--- src/sv/crct_pkg.sv ---
`timescale 1ns / 1ps
// ----------------------------------------------------------------------------
// crct_pkg
// Shared types, record constants and the CRC-16 byte step for the tare
// record codec.
// ----------------------------------------------------------------------------
package crct_pkg;

    localparam logic [31:0] REC_MAGIC   = 32'h4552_4154;
    localparam logic [15:0] REC_VERSION = 16'h0001;
    localparam logic [15:0] CRC_POLY    = 16'h1021;
    localparam logic [15:0] CRC_INIT    = 16'hFFFF;
    localparam logic [15:0] CRC_TOP     = 16'h8000;

    localparam logic [3:0] REC_LEN   = 4'd12;
    localparam logic [3:0] LAST_IDX  = 4'd11;
    localparam logic [3:0] CRC_SPAN  = 4'd10;
    localparam logic [3:0] VER_LO    = 4'd4;
    localparam logic [3:0] VER_HI    = 4'd5;
    localparam logic [3:0] TARE_LO   = 4'd6;
    localparam logic [3:0] CRC_LO    = 4'd10;
    localparam logic [3:0] CRC_HI    = 4'd11;

    localparam logic CMD_ENCODE = 1'b0;
    localparam logic CMD_DECODE = 1'b1;

    localparam logic KIND_BYTE    = 1'b0;
    localparam logic KIND_VERDICT = 1'b1;

    typedef enum logic [2:0] {
        ST_OK      = 3'd0,
        ST_SHORT   = 3'd1,
        ST_MAGIC   = 3'd2,
        ST_VERSION = 3'd3,
        ST_CRC     = 3'd4
    } t_status;

    typedef struct packed {
        logic               cmd;
        logic signed [31:0] tare_value;
        logic [7:0]         data_byte;
        logic               end_of_buffer;
    } t_in_word;

    typedef struct packed {
        logic               result_kind;
        logic [7:0]         record_byte;
        logic               last_byte;
        t_status            decode_status;
        logic signed [31:0] decoded_tare;
    } t_out_word;

    typedef struct packed {
        logic [7:0] data;
        logic       last;
    } t_enc_word;

    typedef struct packed {
        logic       step;
        logic [7:0] data;
        logic       eob;
    } t_dec_req;

    typedef struct packed {
        t_status            status;
        logic signed [31:0] tare;
    } t_verdict;

    function automatic logic [15:0] crc_byte(input logic [15:0] c_in, input logic [7:0] b);
        logic [15:0] c;
        c = c_in ^ {b, 8'h00};
        for (int k = 0; k < 8; k++) begin
            if ((c & CRC_TOP) != 16'h0000) begin
                c = {c[14:0], 1'b0} ^ CRC_POLY;
            end else begin
                c = {c[14:0], 1'b0};
            end
        end
        return c;
    endfunction

    function automatic logic [7:0] magic_byte(input logic [1:0] idx);
        logic [7:0] m;
        case (idx)
            2'd0:    m = REC_MAGIC[7:0];
            2'd1:    m = REC_MAGIC[15:8];
            2'd2:    m = REC_MAGIC[23:16];
            2'd3:    m = REC_MAGIC[31:24];
            default: m = REC_MAGIC[7:0];
        endcase
        return m;
    endfunction

endpackage

--- src/sv/crct_in_if.sv ---
`timescale 1ns / 1ps
// ----------------------------------------------------------------------------
// crct_in_if
// Input channel of the tare record codec: valid/ready and one command word.
// ----------------------------------------------------------------------------
interface crct_in_if;
    logic               valid;
    logic               ready;
    logic               cmd;
    logic signed [31:0] tare_value;
    logic [7:0]         data_byte;
    logic               end_of_buffer;

    modport source (output valid, cmd, tare_value, data_byte, end_of_buffer, input ready);
    modport sink   (input valid, cmd, tare_value, data_byte, end_of_buffer, output ready);
endinterface

--- src/sv/crct_out_if.sv ---
`timescale 1ns / 1ps
// ----------------------------------------------------------------------------
// crct_out_if
// Result channel of the tare record codec: valid/ready and one result word.
// ----------------------------------------------------------------------------
interface crct_out_if;
    logic               valid;
    logic               ready;
    logic               result_kind;
    logic [7:0]         record_byte;
    logic               last_byte;
    logic [2:0]         decode_status;
    logic signed [31:0] decoded_tare;

    modport source (output valid, result_kind, record_byte, last_byte, decode_status,
                    decoded_tare, input ready);
    modport sink   (input valid, result_kind, record_byte, last_byte, decode_status,
                    decoded_tare, output ready);
endinterface

--- src/sv/crct_encoder.sv ---
`timescale 1ns / 1ps
// ----------------------------------------------------------------------------
// crct_encoder
// Walks the twelve record bytes for one tare value, folding bytes 0..9 into
// a running CRC so the checksum bytes are ready at offsets 10 and 11.
// ----------------------------------------------------------------------------
module crct_encoder (
    input  logic                i_clk,
    input  logic                i_rst_n,
    input  logic                i_step,
    input  logic signed [31:0]  i_tare,
    output crct_pkg::t_enc_word o_enc
);

    logic [3:0]  r_idx;
    logic [3:0]  n_idx;
    logic [15:0] r_crc;
    logic [15:0] n_crc;
    logic [7:0]  w_data;

    always_comb begin
        case (r_idx)
            4'd0:    w_data = crct_pkg::magic_byte(2'd0);
            4'd1:    w_data = crct_pkg::magic_byte(2'd1);
            4'd2:    w_data = crct_pkg::magic_byte(2'd2);
            4'd3:    w_data = crct_pkg::magic_byte(2'd3);
            4'd4:    w_data = crct_pkg::REC_VERSION[7:0];
            4'd5:    w_data = crct_pkg::REC_VERSION[15:8];
            4'd6:    w_data = i_tare[7:0];
            4'd7:    w_data = i_tare[15:8];
            4'd8:    w_data = i_tare[23:16];
            4'd9:    w_data = i_tare[31:24];
            4'd10:   w_data = r_crc[7:0];
            4'd11:   w_data = r_crc[15:8];
            default: w_data = 8'h00;
        endcase
    end

    assign o_enc.data = w_data;
    assign o_enc.last = (r_idx == crct_pkg::LAST_IDX);

    always_comb begin
        n_idx = r_idx;
        n_crc = r_crc;
        if (i_step) begin
            if (r_idx == crct_pkg::LAST_IDX) begin
                n_idx = 4'd0;
                n_crc = crct_pkg::CRC_INIT;
            end else begin
                n_idx = r_idx + 4'd1;
                if (r_idx < crct_pkg::CRC_SPAN) begin
                    n_crc = crct_pkg::crc_byte(r_crc, w_data);
                end
            end
        end
    end

    always_ff @(posedge i_clk) begin
        if (!i_rst_n) begin
            r_idx <= 4'd0;
            r_crc <= crct_pkg::CRC_INIT;
        end else begin
            r_idx <= n_idx;
            r_crc <= n_crc;
        end
    end

    a_idx_range: assert property (@(posedge i_clk) disable iff (!i_rst_n)
        r_idx <= crct_pkg::LAST_IDX)
        else $error("encoder index out of range");

    a_wrap: assert property (@(posedge i_clk) disable iff (!i_rst_n)
        i_step && (r_idx == crct_pkg::LAST_IDX) |=> (r_idx == 4'd0) && (r_crc == crct_pkg::CRC_INIT))
        else $error("encoder did not rewind after last byte");

endmodule

--- src/sv/crct_decoder.sv ---
`timescale 1ns / 1ps
// ----------------------------------------------------------------------------
// crct_decoder
// Gathers decode bytes into the record checks and forms the verdict on the
// end marker, then clears for the next buffer.
// ----------------------------------------------------------------------------
module crct_decoder (
    input  logic               i_clk,
    input  logic               i_rst_n,
    input  crct_pkg::t_dec_req i_req,
    output crct_pkg::t_verdict o_verdict
);

    logic [3:0]  r_count;
    logic [15:0] r_crc;
    logic        r_magic_bad;
    logic        r_ver_bad;
    logic [31:0] r_tare;
    logic [15:0] r_stored;

    logic [3:0]  n_count;
    logic [15:0] n_crc;
    logic        n_magic_bad;
    logic        n_ver_bad;
    logic [31:0] n_tare;
    logic [15:0] n_stored;

    logic [3:0]  w_off;

    assign w_off = r_count - crct_pkg::TARE_LO;

    always_comb begin
        n_count     = r_count;
        n_crc       = r_crc;
        n_magic_bad = r_magic_bad;
        n_ver_bad   = r_ver_bad;
        n_tare      = r_tare;
        n_stored    = r_stored;
        if (r_count < crct_pkg::REC_LEN) begin
            if (r_count inside {[4'd0:4'd3]}) begin
                if (i_req.data != crct_pkg::magic_byte(r_count[1:0])) begin
                    n_magic_bad = 1'b1;
                end
            end else if (r_count == crct_pkg::VER_LO) begin
                if (i_req.data != crct_pkg::REC_VERSION[7:0]) begin
                    n_ver_bad = 1'b1;
                end
            end else if (r_count == crct_pkg::VER_HI) begin
                if (i_req.data != crct_pkg::REC_VERSION[15:8]) begin
                    n_ver_bad = 1'b1;
                end
            end else if (r_count inside {[4'd6:4'd9]}) begin
                n_tare[{w_off[1:0], 3'b000} +: 8] = i_req.data;
            end else if (r_count == crct_pkg::CRC_LO) begin
                n_stored[7:0] = i_req.data;
            end else if (r_count == crct_pkg::CRC_HI) begin
                n_stored[15:8] = i_req.data;
            end
            if (r_count < crct_pkg::CRC_SPAN) begin
                n_crc = crct_pkg::crc_byte(r_crc, i_req.data);
            end
            n_count = r_count + 4'd1;
        end
    end

    always_comb begin
        o_verdict.tare = 32'sd0;
        if (n_count < crct_pkg::REC_LEN) begin
            o_verdict.status = crct_pkg::ST_SHORT;
        end else if (n_magic_bad) begin
            o_verdict.status = crct_pkg::ST_MAGIC;
        end else if (n_ver_bad) begin
            o_verdict.status = crct_pkg::ST_VERSION;
        end else if (n_stored != n_crc) begin
            o_verdict.status = crct_pkg::ST_CRC;
        end else begin
            o_verdict.status = crct_pkg::ST_OK;
            o_verdict.tare   = n_tare;
        end
    end

    always_ff @(posedge i_clk) begin
        if (!i_rst_n || (i_req.step && i_req.eob)) begin
            r_count     <= 4'd0;
            r_crc       <= crct_pkg::CRC_INIT;
            r_magic_bad <= 1'b0;
            r_ver_bad   <= 1'b0;
            r_tare      <= 32'h0;
            r_stored    <= 16'h0;
        end else if (i_req.step) begin
            r_count     <= n_count;
            r_crc       <= n_crc;
            r_magic_bad <= n_magic_bad;
            r_ver_bad   <= n_ver_bad;
            r_tare      <= n_tare;
            r_stored    <= n_stored;
        end
    end

    a_count_sat: assert property (@(posedge i_clk) disable iff (!i_rst_n)
        r_count <= crct_pkg::REC_LEN)
        else $error("decode byte count past record length");

    a_clear: assert property (@(posedge i_clk) disable iff (!i_rst_n)
        i_req.step && i_req.eob |=> (r_count == 4'd0) && (r_crc == crct_pkg::CRC_INIT))
        else $error("decode state not cleared after verdict");

endmodule

--- src/sv/crc_checked_tare_record_codec.sv ---
`timescale 1ns / 1ps
// Throughput: one decode word per cycle (an end-of-buffer word waits for the output);
// an encode word yields twelve bytes, one per cycle while the receiver is ready, set by
// the single output register, and the next word is taken as the twelfth byte loads.
// Reset: synchronous, active low; clears both valid flags, the encoder byte index and
// the decode state (count zero, CRC 0xFFFF, flags and gathered fields zero).
// ----------------------------------------------------------------------------
// crc_checked_tare_record_codec
// Encodes a tare value into a 12-byte CRC-16 checked record and checks
// streamed record bytes, one input register and one result register.
// ----------------------------------------------------------------------------
module crc_checked_tare_record_codec (
    input  logic             i_clk,
    input  logic             i_rst_n,
    crct_in_if.sink          i_in,
    crct_out_if.source       o_out
);

    logic                 r_in_valid;
    crct_pkg::t_in_word   r_in;
    logic                 r_out_valid;
    crct_pkg::t_out_word  r_out;
    crct_pkg::t_out_word  n_out;

    crct_pkg::t_enc_word  w_enc;
    crct_pkg::t_dec_req   w_dec_req;
    crct_pkg::t_verdict   w_verdict;

    logic w_is_dec;
    logic w_word_valid;
    logic w_out_load;
    logic w_retire;

    assign w_is_dec     = (r_in.cmd == crct_pkg::CMD_DECODE);
    assign w_word_valid = r_in_valid && (!w_is_dec || r_in.end_of_buffer);
    assign w_out_load   = w_word_valid && (!r_out_valid || o_out.ready);

    always_comb begin
        if (!r_in_valid) begin
            w_retire = 1'b0;
        end else if (w_is_dec) begin
            w_retire = r_in.end_of_buffer ? w_out_load : 1'b1;
        end else begin
            w_retire = w_out_load && w_enc.last;
        end
    end

    assign i_in.ready = !r_in_valid || w_retire;

    assign w_dec_req.step = r_in_valid && w_is_dec && w_retire;
    assign w_dec_req.data = r_in.data_byte;
    assign w_dec_req.eob  = r_in.end_of_buffer;

    crct_encoder u_encoder (
        .i_clk   (i_clk),
        .i_rst_n (i_rst_n),
        .i_step  (r_in_valid && !w_is_dec && w_out_load),
        .i_tare  (r_in.tare_value),
        .o_enc   (w_enc)
    );

    crct_decoder u_decoder (
        .i_clk     (i_clk),
        .i_rst_n   (i_rst_n),
        .i_req     (w_dec_req),
        .o_verdict (w_verdict)
    );

    always_comb begin
        if (w_is_dec) begin
            n_out.result_kind   = crct_pkg::KIND_VERDICT;
            n_out.record_byte   = 8'h00;
            n_out.last_byte     = 1'b0;
            n_out.decode_status = w_verdict.status;
            n_out.decoded_tare  = w_verdict.tare;
        end else begin
            n_out.result_kind   = crct_pkg::KIND_BYTE;
            n_out.record_byte   = w_enc.data;
            n_out.last_byte     = w_enc.last;
            n_out.decode_status = crct_pkg::ST_OK;
            n_out.decoded_tare  = 32'sd0;
        end
    end

    always_ff @(posedge i_clk) begin
        if (!i_rst_n) begin
            r_in_valid <= 1'b0;
        end else if (i_in.ready) begin
            r_in_valid <= i_in.valid;
        end
    end

    always_ff @(posedge i_clk) begin
        if (i_in.ready && i_in.valid) begin
            r_in.cmd           <= i_in.cmd;
            r_in.tare_value    <= i_in.tare_value;
            r_in.data_byte     <= i_in.data_byte;
            r_in.end_of_buffer <= i_in.end_of_buffer;
        end
    end

    always_ff @(posedge i_clk) begin
        if (!i_rst_n) begin
            r_out_valid <= 1'b0;
        end else if (w_out_load) begin
            r_out_valid <= 1'b1;
        end else if (o_out.ready) begin
            r_out_valid <= 1'b0;
        end
    end

    always_ff @(posedge i_clk) begin
        if (w_out_load) begin
            r_out <= n_out;
        end
    end

    assign o_out.valid         = r_out_valid;
    assign o_out.result_kind   = r_out.result_kind;
    assign o_out.record_byte   = r_out.record_byte;
    assign o_out.last_byte     = r_out.last_byte;
    assign o_out.decode_status = r_out.decode_status;
    assign o_out.decoded_tare  = r_out.decoded_tare;

    a_stage_hold: assert property (@(posedge i_clk) disable iff (!i_rst_n)
        r_in_valid && !w_retire |=> r_in_valid && $stable(r_in))
        else $error("input stage lost a word before retiring it");

    a_encode_order: assert property (@(posedge i_clk) disable iff (!i_rst_n)
        w_out_load && !w_is_dec && !w_enc.last |=> r_in_valid && (r_in.cmd == crct_pkg::CMD_ENCODE))
        else $error("encode word retired before its last byte");

endmodule

--- src/flat_wrapper.sv ---
// flat-port wrapper written by rule: the top's interface ports become plain ports
module crc_checked_tare_record_codec_flat 
  (i_clk, i_rst_n, i_in_valid, i_in_cmd, i_in_tare_value, i_in_data_byte, i_in_end_of_buffer, i_in_ready, o_out_valid, o_out_result_kind, o_out_record_byte, o_out_last_byte, o_out_decode_status, o_out_decoded_tare, o_out_ready);
  crct_in_if i_in_i ();
  crct_out_if o_out_i ();
  input  logic i_clk;
  input  logic i_rst_n;
  input wire logic [$bits(i_in_i.valid)-1:0] i_in_valid;
  input wire logic [$bits(i_in_i.cmd)-1:0] i_in_cmd;
  input wire logic [$bits(i_in_i.tare_value)-1:0] i_in_tare_value;
  input wire logic [$bits(i_in_i.data_byte)-1:0] i_in_data_byte;
  input wire logic [$bits(i_in_i.end_of_buffer)-1:0] i_in_end_of_buffer;
  output wire logic [$bits(i_in_i.ready)-1:0] i_in_ready;
  output wire logic [$bits(o_out_i.valid)-1:0] o_out_valid;
  output wire logic [$bits(o_out_i.result_kind)-1:0] o_out_result_kind;
  output wire logic [$bits(o_out_i.record_byte)-1:0] o_out_record_byte;
  output wire logic [$bits(o_out_i.last_byte)-1:0] o_out_last_byte;
  output wire logic [$bits(o_out_i.decode_status)-1:0] o_out_decode_status;
  output wire logic [$bits(o_out_i.decoded_tare)-1:0] o_out_decoded_tare;
  input wire logic [$bits(o_out_i.ready)-1:0] o_out_ready;
  assign i_in_i.valid = i_in_valid;
  assign i_in_i.cmd = i_in_cmd;
  assign i_in_i.tare_value = i_in_tare_value;
  assign i_in_i.data_byte = i_in_data_byte;
  assign i_in_i.end_of_buffer = i_in_end_of_buffer;
  assign i_in_ready = i_in_i.ready;
  assign o_out_valid = o_out_i.valid;
  assign o_out_result_kind = o_out_i.result_kind;
  assign o_out_record_byte = o_out_i.record_byte;
  assign o_out_last_byte = o_out_i.last_byte;
  assign o_out_decode_status = o_out_i.decode_status;
  assign o_out_decoded_tare = o_out_i.decoded_tare;
  assign o_out_i.ready = o_out_ready;
  crc_checked_tare_record_codec u_core (.i_clk(i_clk), .i_rst_n(i_rst_n), .i_in(i_in_i), .o_out(o_out_i));
endmodule
--- config.mk ---
export PLATFORM = sky130hd
export DESIGN_NAME = crc_checked_tare_record_codec_flat
export DESIGN_NICKNAME = d
export VERILOG_FILES = /design/src/sv/crct_pkg.sv /design/src/sv/crct_in_if.sv /design/src/sv/crct_out_if.sv /design/src/sv/crct_encoder.sv /design/src/sv/crct_decoder.sv /design/src/sv/crc_checked_tare_record_codec.sv /design/src/flat_wrapper.sv
export SDC_FILE = /design/constraint.sdc
export NUM_CORES = 1
export LEC_CHECK = 0
export BUFFER_PORTS_ARGS = -buffer_cell sky130_fd_sc_hd__buf_2
export CAP_MARGIN = 0
export CORE_MARGIN = 2
export CORE_UTILIZATION = 40
export CTS_BUF_LIST = sky130_fd_sc_hd__clkbuf_8
export CTS_CLUSTER_SIZE = 10
export DETAILED_ROUTE_END_ITERATION = 8
export PLACE_DENSITY = 0.61
export SKIP_LAST_GASP = 1
export SLEW_MARGIN = 20
export SYNTH_ARGS = -nofsm -noshare
export SYNTH_HDL_FRONTEND = slang
export SYNTH_SLANG_ARGS = --single-unit
--- constraint.sdc ---
create_clock -name i_clk -period 3.9 [get_ports i_clk]
set_input_delay 1.17 -clock i_clk [delete_from_list [all_inputs] [get_ports i_clk]]
set_output_delay 1.17 -clock i_clk [all_outputs]
set_load 0.005 [all_outputs]
[Yosys cells after proc, flatten, opt, wreduce, memory -nomap -nowiden]
Cells that the tools add are included.
Storage, ports and cells
  bits in registers: 179
  latch bits: 0
  bits in writable memories: 0
  memory bits (read-only): 0
  bits of input ports: 46
  word-level logic and storage cells: 200
  memories kept: 0
Operators by class
  add/sub/neg operators: 4
  multipliers: 0
  div/mod/pow operators: 0
  magnitude comparators: 8
  equal/unequal tests: 20
  shift operators: 2
  multiplexer cells: 98
  bitwise operators: 19
  reductions and logical operators: 28
Operator list (count)
  two-way mux 16 bit: 44
  two-way mux 32 bit: 9
  two-way mux 13 bit: 16
  one-hot mux 8 bit (11 select lines): 1
  inverter 3 bit: 16
  two-way mux 45 bit: 1
  two-way mux 8 bit: 5
  bitwise mux 32 bit: 1
  one-hot mux 8 bit (4 select lines): 1
  variable shift 8 x 7 -> 32 bit (first input constant): 1
  variable part select 8 x 7 -> 32 bit: 1
  bitwise XOR 16 bit: 2
  == test 4 bit (second input constant): 6
  == test 4 x 3 -> 1 bit (second input constant): 5
  less-than comparator 4 bit (second input constant): 4
  inequality test 16 bit: 1
  two-way mux 1 bit: 14
  two-way mux 3 bit: 4
  logical AND 1 bit: 11
  adder 4 x 1 -> 4 bit (second input constant): 2
  == test 4 x 2 -> 1 bit (second input constant): 2
  two-way mux 4 bit: 2
  inequality test 8 x 1 -> 1 bit (second input constant): 1
  inequality test 8 bit: 1
  other kinds (20): 28

[Depth between registers and ports, before layout]
  word-level depth: 42
  depth in mapped cells: 13
  gate-level depth less buffers: 9

[By module]
A second synthesis with hierarchy kept.
Unflattened totals
  cells, all modules: 992
  area, all modules: 9771.9 µm²
By module, submodules not included
  crct_decoder: instances 1, cells an instance 616, area each 4882.2 µm², sequential area each 1401.3 µm²
  crc_checked_tare_record_codec: instances 1, cells an instance 154, area each 3049.2 µm², sequential area each 2652.5 µm²
  crct_encoder: instances 1, cells an instance 222, area each 1840.5 µm², sequential area each 400.4 µm²

[Worst setup path before layout]
No wires, ideal clock.
  kind: input -> register
  start: in o_out_ready
  end: reg u_core.r_out (netlist bit u_core.o_out.decode_status[0]) (enable)
  data arrival time: 3.127 ns
  slack: 0.325 ns
  cell stages on the path: 2
  buffers on the path: 0
  cell sequence: nor2b_1 > nor2_1
On the way
  longest elaborated chain between the ends: 2
Ends and longest elaborated chain
  start, declared: line flat_wrapper.sv:20  | input wire logic [$bits(o_out_i.ready)-1:0] o_out_ready;
  logical OR 1 bit: line crc_checked_tare_record_codec.sv:36  | assign w_out_load = w_word_valid && (!r_out_valid || o_out.ready);
  logical AND 1 bit: line crc_checked_tare_record_codec.sv:36
  named net u_core.w_out_load: line crc_checked_tare_record_codec.sv:31  | logic w_out_load;
  end signal, assigned: line crc_checked_tare_record_codec.sv:114  | r_out <= n_out;
  end, declared: line crc_checked_tare_record_codec.sv:22  | crct_pkg::t_out_word r_out;
The timed path passes the listed nets, and every way through them passes these cells.
A chain may end at the register's enable or synchronous reset.

[Worst setup path in the final report]
  start: reg u_core.u_decoder.r_count[0]
  end: reg u_core.r_out (netlist bit u_core.o_out.decoded_tare[22]), data pin
On the way
  longest elaborated chain between the ends: 10
  elaborated cells on any way between the ends: 52
Ends and longest elaborated chain
  start, declared: line crct_decoder.sv:14  | logic [3:0] r_count;
  start signal, assigned: line crct_decoder.sv:91  | r_count <= n_count;
  parallel branches: the longest is 10 deep, another holds negator 5 -> 7 bit
Several ways; the timed one is not identified. The select of a mux whose other input is x is not followed.

==> results_dict.tcl <==
set metrics [dict create \
    fin_skew_ns 0.01869 \
    grt_pass1_wl_mm 32.94 \
    synth_area_per_cell_um2 9.868 \
    leakagePower_nw 3.520 \
    core_area_um2 21760 \
    synth_nets 952 \
    drc 1 \
    synth_edf_count 87 \
    nFillCells 2095 \
    routed_wl_mm 20.30 \
    whs_ns 0.4578 \
    synth.lib_cells_used.distinct 56 \
    finalNetCount 1022 \
    wire_per_inst_um 16.13 \
    cp.arrival_ns 3.91 \
    hp-class "flip-flop to flip-flop" \
    max_cap_violations 0 \
    insertion_delay_ns 0.46 \
    synth_top_area_frac 0.2958 \
    dpl.hpwl_mm 13.59 \
    synth.area.top_cells "edfxtp_1 30%, dfxtp_1 21%, a21oi_1 5.9%, nand2_1 5.4%, nand3_1 3.5%" \
    grt_max_degree 53 \
    antenna_left 0 \
    cp_max_fo 32 \
    layout_commonest_cell "nand2_1" \
    cts_sinks 179 \
    ys_ff_latch 179 \
    hold_buffers 0 \
    cts_tree "done" \
    finalHoldViolCount 0 \
    tightest_slew_ns 1.009 \
    yosysTopAreaCell "edfxtp_1" \
    syn_to_final_growth_pct 12.51 \
    critical_path_class "flip-flop to flip-flop" \
    port_buffers 92 \
    die_w_um 152.6 \
    max_freq_ghz 0.2778 \
    r2r_cells 10 \
    cts.path.max_buffers 2 \
    initial_core_util 0.4060 \
    reg2reg_from "u_core.u_decoder.r_count[0]" \
    rrSetupSlack_ns 0.30 \
    rsz0062_at_grt "no" \
    final.setup.tns_ns 0 \
    drt_iter0_markers 429 \
    relSlewSlack 0.3262 \
    yosys_warnings 0 \
    pin_count 93 \
    die_h_um 152.6 \
    final_max_slew_viol_count 0 \
    gp_congestion 0.8053 \
    status "finished with violations" \
    drive_above_1_share 0.1953 \
    layout_min_cycle_time_ns 3.600 \
    post_cts.repair.setup_buffers 0 \
    die-area_um2 23290 \
    grt_pass1_vias 6135 \
    post_cts_resized 0 \
    cp.required_ns 4.21 \
    diodes 0 \
    vias 6591 \
    synthFlopType "dfxtp_1" \
    overflow 0 \
    startpoint "u_core.u_decoder.r_count[0]" \
    cts_made_buffers 17 \
    via_per_inst 5.239 \
    dr.pass1.iters 7 \
    cts.clk_slew.worst_paths_ns 0.09 \
    syn-cell-area_um2 8832 \
    num_rows 54 \
    clockRootBuffer "clkbuf_8" \
    end_kind "flip-flop" \
    setup_violations 0 \
    powerDensity_nw_per_um2 391.1 \
    htree_levels 4 \
    syn-instance-count 895 \
    endpoint "u_core.o_out.decoded_tare[22]" \
    antenna_found_initial 0 \
    reg2reg_to "u_core.o_out.decoded_tare[22]" \
    fin_crit_sh 0.9230 \
    start_kind "flip-flop" \
    ir_worst_vdd_v 0.0002337 \
    synthArstFlopShare 0 \
    instances_no_fill 1258 \
    violations "DRC" \
    final_cell_mix "127 x nand2_1, 104 x a21oi_1, 92 x buf_2, 92 x dfxtp_1, 87 x edfxtp_1" \
    dpl.cell_count 1226 \
    grtUsageTotal 0.1759 \
    synth_seq_area_share 0.5043 \
]
synth_stat cells (7+ instances only):
| cell type | number |
|---|---|
| xnor3_1 | 7 |
| xor2_1 | 25 |
| mux2i_1 | 28 |
| nand2_1 | 127 |
| nor2_1 | 73 |
| buf_2 | 13 |
| o211ai_1 | 7 |
| edfxtp_1 | 87 |
| nor3_2 | 30 |
| a22o_1 | 7 |
| a22oi_1 | 11 |
| dfxtp_1 | 92 |
| inv_1 | 8 |
| clkbuf_1 | 46 |
| a21oi_1 | 104 |
| nor3_1 | 20 |
| xnor2_1 | 32 |
| o21ai_0 | 25 |
| ha_1 | 11 |
| nand3_1 | 61 |
cell type report:
| cell class | instances | area (µm²) | share of cell area |
|---|---|---|---|
| Sequential cell | 179 | 4454 | 0.4482 |
| Clock inverter | 15 | 155.1 | 0.01561 |
| Tap cell | 280 | 350.3 | 0.03526 |
| Clock buffer | 17 | 234.0 | 0.02355 |
| Timing Repair Buffer | 116 | 653.1 | 0.06573 |
| Multi-Input combinational cell | 643 | 4060 | 0.4086 |
| Inverter | 8 | 30.03 | 0.003022 |
kinds of logic after synthesis:
group / count (synthesis) / share of synthesized area
and+or+nand+nor: 352 / 0.2019
AOI/OAI and AO/OA: 182 / 0.1218
DFF: 179 / 0.5043
buffers and inverters: 73 / 0.03712
xor gates and xnor gates: 70 / 0.08755
muxes: 28 / 0.03173
adders and majority gates: 11 / 0.01558
where the power goes:
part / total (mW) / internal (mW) / leakage (nW) / switching [mW]
clock network: 1.28 / 0.577 / 0.200 / 0.707
registers: 2.10 / 2.05 / 1.54 / 0.0477
logic: 0.505 / 0.212 / 1.78 / 0.293
how the worst min path moves through the flow:
stage                                             end  depth (start not counted)                   startpoint
after floorplan           u_core.u_decoder.r_tare[12]                          2  u_core.u_decoder.r_tare[12]
after global placement    u_core.u_decoder.r_tare[12]                          2  u_core.u_decoder.r_tare[12]
after detailed placement   u_core.u_decoder.r_tare[8]                          2   u_core.u_decoder.r_tare[8]
after CTS                 u_core.u_decoder.r_tare[26]                          2  u_core.u_decoder.r_tare[26]
after global routing       u_core.u_decoder.r_tare[8]                          2   u_core.u_decoder.r_tare[8]
final                      u_core.u_decoder.r_tare[8]                          2   u_core.u_decoder.r_tare[8]
worst max-delay path, cell delays in order (launching register included):
cell,delay [ns]
dfxtp_1,0.54
inv_1,0.22
ha_1,0.34
nor2_1,0.32
nand3_4,0.26
mux2i_1,0.25
xor2_1,0.18
nand3_1,0.09
or4_2,0.68
buf_4,0.31
nor3_2,0.23
through the flow:
step | worst slack, ns | total power, mW | utilization | cell area, µm²
finish | 0.3005 | 3.886 | 0.4568 | 9937
global route | 0.009116 | 4.056 | 0.4568 | 9937
CTS | 0.3046 | 3.916 | 0.4568 | 9937
detailed placement | 0.3217 | 2.646 | 0.4389 | 9548
global placement | 0.4077 | 2.645 | 0.4389 | 9548
floorplan | 0.3255 | 2.484 | - | 8832
routing by layer:
layer,vias up,track usage,wire length (µm)
met1,3114,0.2355,9466
met2,145,0.2908,9782
li1,3310,-,-
met3,22,0.03555,780
met5,-,0,0
met4,0,0.04894,268
registers in the layout, indices dropped and copies added, names as in the netlist, 3 cells and up:
signal and flops:
u_core.o_out.record_byte 8, u_core.o_out.decoded_tare 32, u_core.u_decoder.r_count 4, u_core.u_decoder.r_stored 16, u_core.r_in 41, u_core.u_decoder.r_crc 16, u_core.o_out.decode_status 3, u_core.u_encoder.r_crc 16
u_core.u_decoder.r_tare 32, u_core.u_encoder.r_idx 4
(Power assumes the default switching activity.)
